===== src/sv/rpa_pkg.sv =====
package rpa_pkg;

  // Fixed field widths
  localparam int PAGE_W      = 15;
  localparam int ACTION_W    = 3;
  localparam int COUNT_OUT_W = 8;
  localparam int STATUS_W    = 3;

  // Default sizing
  localparam int NUM_PAGES  = 32768;
  localparam int COUNT_BITS = 8;

  // Request codes
  localparam logic [ACTION_W-1:0] ACT_ALLOC  = 3'd0;
  localparam logic [ACTION_W-1:0] ACT_FREE   = 3'd1;
  localparam logic [ACTION_W-1:0] ACT_ADDREF = 3'd2;
  localparam logic [ACTION_W-1:0] ACT_GETREF = 3'd3;
  localparam logic [ACTION_W-1:0] ACT_INIT   = 3'd4;

  // Result status codes
  localparam logic [STATUS_W-1:0] STAT_OK        = 3'd0;
  localparam logic [STATUS_W-1:0] STAT_STILL_REF = 3'd1;
  localparam logic [STATUS_W-1:0] STAT_NO_MEM    = 3'd2;
  localparam logic [STATUS_W-1:0] STAT_BAD_PAGE  = 3'd3;
  localparam logic [STATUS_W-1:0] STAT_BAD_COUNT = 3'd4;

  // Controller to datapath commands
  typedef struct packed {
    logic accept;  // latch request, launch memory reads
    logic fire;    // finish request, load result register
    logic sweep;   // one step of the init sweep
    logic clear;   // one step of the post-reset count clear
  } rpa_cmd_t;

  // Datapath to controller status
  typedef struct packed {
    logic out_valid;   // result register occupied
    logic is_init;     // latched request is init
    logic init_empty;  // no pages to push on init
    logic sweep_last;  // sweep counter at last page
  } rpa_sts_t;

endpackage


===== src/sv/rpa_ctrl.sv =====
module rpa_ctrl (
  input  logic              clk_i,
  input  logic              rst_ni,
  input  logic              in_valid_i,
  input  logic              out_ready_i,
  output logic              in_ready_o,
  output rpa_pkg::rpa_cmd_t cmd_o,
  input  rpa_pkg::rpa_sts_t sts_i
);
  import rpa_pkg::*;

  typedef enum logic [3:0] {
    S_IDLE  = 4'b0001,
    S_EXEC  = 4'b0010,
    S_SWEEP = 4'b0100,
    S_CLEAR = 4'b1000
  } state_e;

  state_e state_q, state_d;
  logic   can_fire;

  // Result register free or draining this cycle
  assign can_fire   = !sts_i.out_valid || out_ready_i;
  assign in_ready_o = (state_q == S_IDLE);

  // Next state and commands
  always_comb begin
    state_d      = state_q;
    cmd_o        = '0;
    case (state_q)
      S_IDLE: begin
        if (in_valid_i) begin
          cmd_o.accept = 1'b1;
          state_d      = S_EXEC;
        end
      end
      S_EXEC: begin
        if (can_fire) begin
          cmd_o.fire = 1'b1;
          if (sts_i.is_init && !sts_i.init_empty) begin
            state_d = S_SWEEP;
          end else begin
            state_d = S_IDLE;
          end
        end
      end
      S_SWEEP: begin
        cmd_o.sweep = 1'b1;
        if (sts_i.sweep_last) begin
          state_d = S_IDLE;
        end
      end
      S_CLEAR: begin
        cmd_o.clear = 1'b1;
        if (sts_i.sweep_last) begin
          state_d = S_IDLE;
        end
      end
      default: begin
        state_d = S_IDLE;
      end
    endcase
  end

  // Reset starts the count clearing pass
  always_ff @(posedge clk_i or negedge rst_ni) begin
    if (!rst_ni) begin
      state_q <= S_CLEAR;
    end else begin
      state_q <= state_d;
    end
  end

endmodule


===== config.mk =====
export PLATFORM = sky130hd
export DESIGN_NAME = rpa_ctrl
export DESIGN_NICKNAME = d
export VERILOG_FILES = /design/src/sv/rpa_pkg.sv /design/src/sv/rpa_ctrl.sv
export SDC_FILE = /design/constraint.sdc
export NUM_CORES = 1
export LEC_CHECK = 0
export ABC_AREA = 0
export ABC_CLOCK_PERIOD_IN_PS = 2100
export BUFFER_PORTS_ARGS = -buffer_cell sky130_fd_sc_hd__buf_2
export CAP_MARGIN = 20
export CORE_AREA = 3 3 40 42
export CTS_CLUSTER_DIAMETER = 60
export DETAILED_ROUTE_END_ITERATION = 10
export DIE_AREA = 0 0 43 45
export HOLD_SLACK_MARGIN = 0.05
export SYNTH_ARGS = -nofsm -noshare
export SYNTH_HDL_FRONTEND = slang
export SYNTH_SLANG_ARGS = --single-unit
export TNS_END_PERCENT = 100

===== constraint.sdc =====
create_clock -name clk_i -period 2.1 [get_ports clk_i]
set_input_delay 0.525 -clock clk_i [delete_from_list [all_inputs] [get_ports clk_i]]
set_output_delay 0.525 -clock clk_i [all_outputs]
set_load 0.005 [all_outputs]

==> out/qor.yml <==
clock_tree:
  cts_buffers: 3
  ctsRootBufferMaster: "clkbuf_4"
  path_clk_slew_ps: 40
  holdBufCountCts: 0
  post_cts_resized: 0
  htree_levels: 1
  cts_tree: "built"
  clk-insertion-delay-late_ps: 240
  cts_sinks: 4
  post_cts_buffers: 0
  cts_buffer_depth: 2
grt:
  grt_use_total: 0.06934
  grt_max_degree: 8
  grt_pass1_vias: 223
  grt_antenna_before_repair: 0
  grt_pass1_wl_microns: 972
  grt_overflow: 0
critical_path:
  rrSetupSlack_ps: 590
  crit_buf_inv: 1
  cp_top_family: "simple AND/OR/NAND/NOR gates"
  cp-end-kind: "primary output"
  cp_cell_sequence: "or4b_4 > a21oi_2 > buf_2"
  slowest_delay_ps: 560
  start_kind: "flop"
  critPathLaunch: "state_q[2]$_DFFE_PN0P_"
  cp_slowest_cell: "or4b_4"
  rr_worst_depth: 3
  crit_end: "cmd_o[2]"
  cp.required_ps: 1570
  r2r-end: "state_q[0]$_DFFE_PN0P_"
  cp_max_fo: 7
  crit_type: "reg -> out"
  crit_cells: 3
  crit_arrival_ps: 1500
  reg2reg_from: "state_q[2]$_DFFE_PN0P_"
yosys:
  synthesis.nets: 31
  synth_fa_ha_area_frac: 0
  synth_warnings: 0
  ys_ff_latch: 4
  synth_top_area_frac: 0.2956
  async_flop_share: 1.000
  synth_compound_area_frac: 0.1429
  avgSynthCellArea_sq_um: 11.04
  synth_mux_area_frac: 0
  yosys.area_share.simple: 0.3793
  yosysTopAreaCell: "dfrtp_1"
  netlist_area_sq_um: 254.0
  synth_area_leaders: "dfrtp_1 (30%), dfstp_2 (10%), nor4b_1 (10%)"
  synth_ff_type: "dfrtp_1"
  synthDistinctLibCells: 17
  syn-instance-count: 23
  post_synth_xor_area_fraction: 0.03448
  seq_area_frac_synth: 0.3990
  synth_top_family_by_area: "simple AND/OR/NAND/NOR gates"
  synthTopCellsByCount: "dfrtp_1 (3), inv_1 (3), nor4b_1 (3)"
  synth-edff-count: 0
placed_design:
  dp.final_hpwl_microns: 468
  numPortBuffers: 12
  place_congestion: 0.6404
  dp_cells: 50
floorplan:
  die_y_microns: 45
  rows: 13
  coreArea_sq_um: 1285
  die-area_sq_um: 1935
  start_util: 0.1977
  die_w_microns: 43
  ioPinCount: 13
job:
  maxCapViolCount: 0
sta:
  clock_skew_ps: 8.424
  finalSetupViolCount: 0
  fmax_ghz: 0.4949
  final_hold_viol_count: 0
  tns_ps: 0
  hold_slack_ps: 83.78
  fin_crit_sh: 0.9622
  period_minus_slack_ps: 2021
  rsz0062_at_grt: "false"
  tightest_slew_ps: 500.0
  slew_viol_final: 0
  slew_headroom: 0.6636
routing:
  routed-wl-met3_microns: 82
  drc: 0
  ant_nets: 0
  viasPerCell: 4.685
  wl_per_cell_microns: 10.98
  routed-via-count: 253
  drt_iter0_drc: 4
  drt_wl_total_microns: 593
  highest_layer: "met3"
  drtPass1Iterations: 4
  drt-met1-wl_microns: 295
  wl_met2_microns: 216
final_layout:
  regArea_sq_um: 101.3
  largest-register: "state_q"
  antennaDiodeCount: 0
  final_net_count: 48
  drive_gt1_frac: 0.5641
  nFillCells: 143
  multi_input_area_sq_um: 147.6
  area_delta_synth_final_pct: 43.84
  fin_cells: 54
  largest_reg_flops: 4
  reg.largest.list: "state_q (4)"
run_status:
  status: "finished, final reports clean"
power_and_ir_drop:
  irDropWorstVdd_uv: 398.3
  p_leak_nw: 0.1736
  power.density_nw_per_um2: 945.4
min_path:
  min_path_type: "in -> async"
metal layers:
metal,vias up,global-route usage
met2,15,0.07186
li1,124,-
met3,0,0.01992
met1,114,0.1022
met4,0,0.07229
met5,-,0
worst min path at each step:
stage | slack, ps | end | from
final | 80 | state_q[1]$_DFFE_PN0P_ | rst_ni
after global routing | 70 | state_q[2]$_DFFE_PN0P_ | rst_ni
after CTS | 80 | state_q[1]$_DFFE_PN0P_ | rst_ni
after detailed placement | 340 | state_q[1]$_DFFE_PN0P_ | rst_ni
after global placement | 340 | state_q[0]$_DFFE_PN0P_ | rst_ni
after floorplan | 230 | state_q[0]$_DFFE_PN0P_ | rst_ni
kinds of logic after synthesis:
kind of cell / after synthesis
buf+inv: 3
compound gates: 4
simple gates: 11
flops: 4
xor+xnor: 1
final cells by class:
class | count | share of cell area
repair buffers | 12 | 0.1644
multi-input cells | 16 | 0.4041
clock buffers | 4 | 0.07192
well taps | 15 | 0.05137
flip-flops and latches | 4 | 0.2774
inverters | 3 | 0.03082
cells in the final DEF, fill, tap and decap left out:
cell type and n:
nor3b_2 1, a21oi_2 1, dfrtp_1 3, and2_2 1, buf_2 12, a32o_2 1
xnor2_1 1, nor4_1 1, nor4b_1 2, dfstp_2 1, or4bb_1 1, clkbuf_4 3
or4b_4 1, nor4b_2 1, nand2b_1 1, o32ai_1 1, a211oi_1 1, or2_1 1
and2_1 1, inv_1 3, clkbuf_1 1
report_power, final:
part	internal (mW)	switching (mW)	leakage (nW)
clock	0.0714	0.0330	0.0150
combinational	0.0686	0.0463	0.111
sequential	0.0953	0.0308	0.0481
through the flow:
step / utilization / worst slack (ps) / instance area [sq um] / total power [mW]
after floorplan: - / 476.0 / 254.0 / 0.1926
final: 0.2843 / 79.31 / 365.4 / 0.3454
after detailed placement: 0.2590 / 339.8 / 332.8 / 0.2368
after global routing: 0.2843 / 1.609 / 365.4 / 0.3772
after CTS: 0.2795 / 77.56 / 359.1 / 0.3474
after global placement: 0.2590 / 349.9 / 332.8 / 0.2377
No activity file was read; power rests on OpenSTA's default activity.
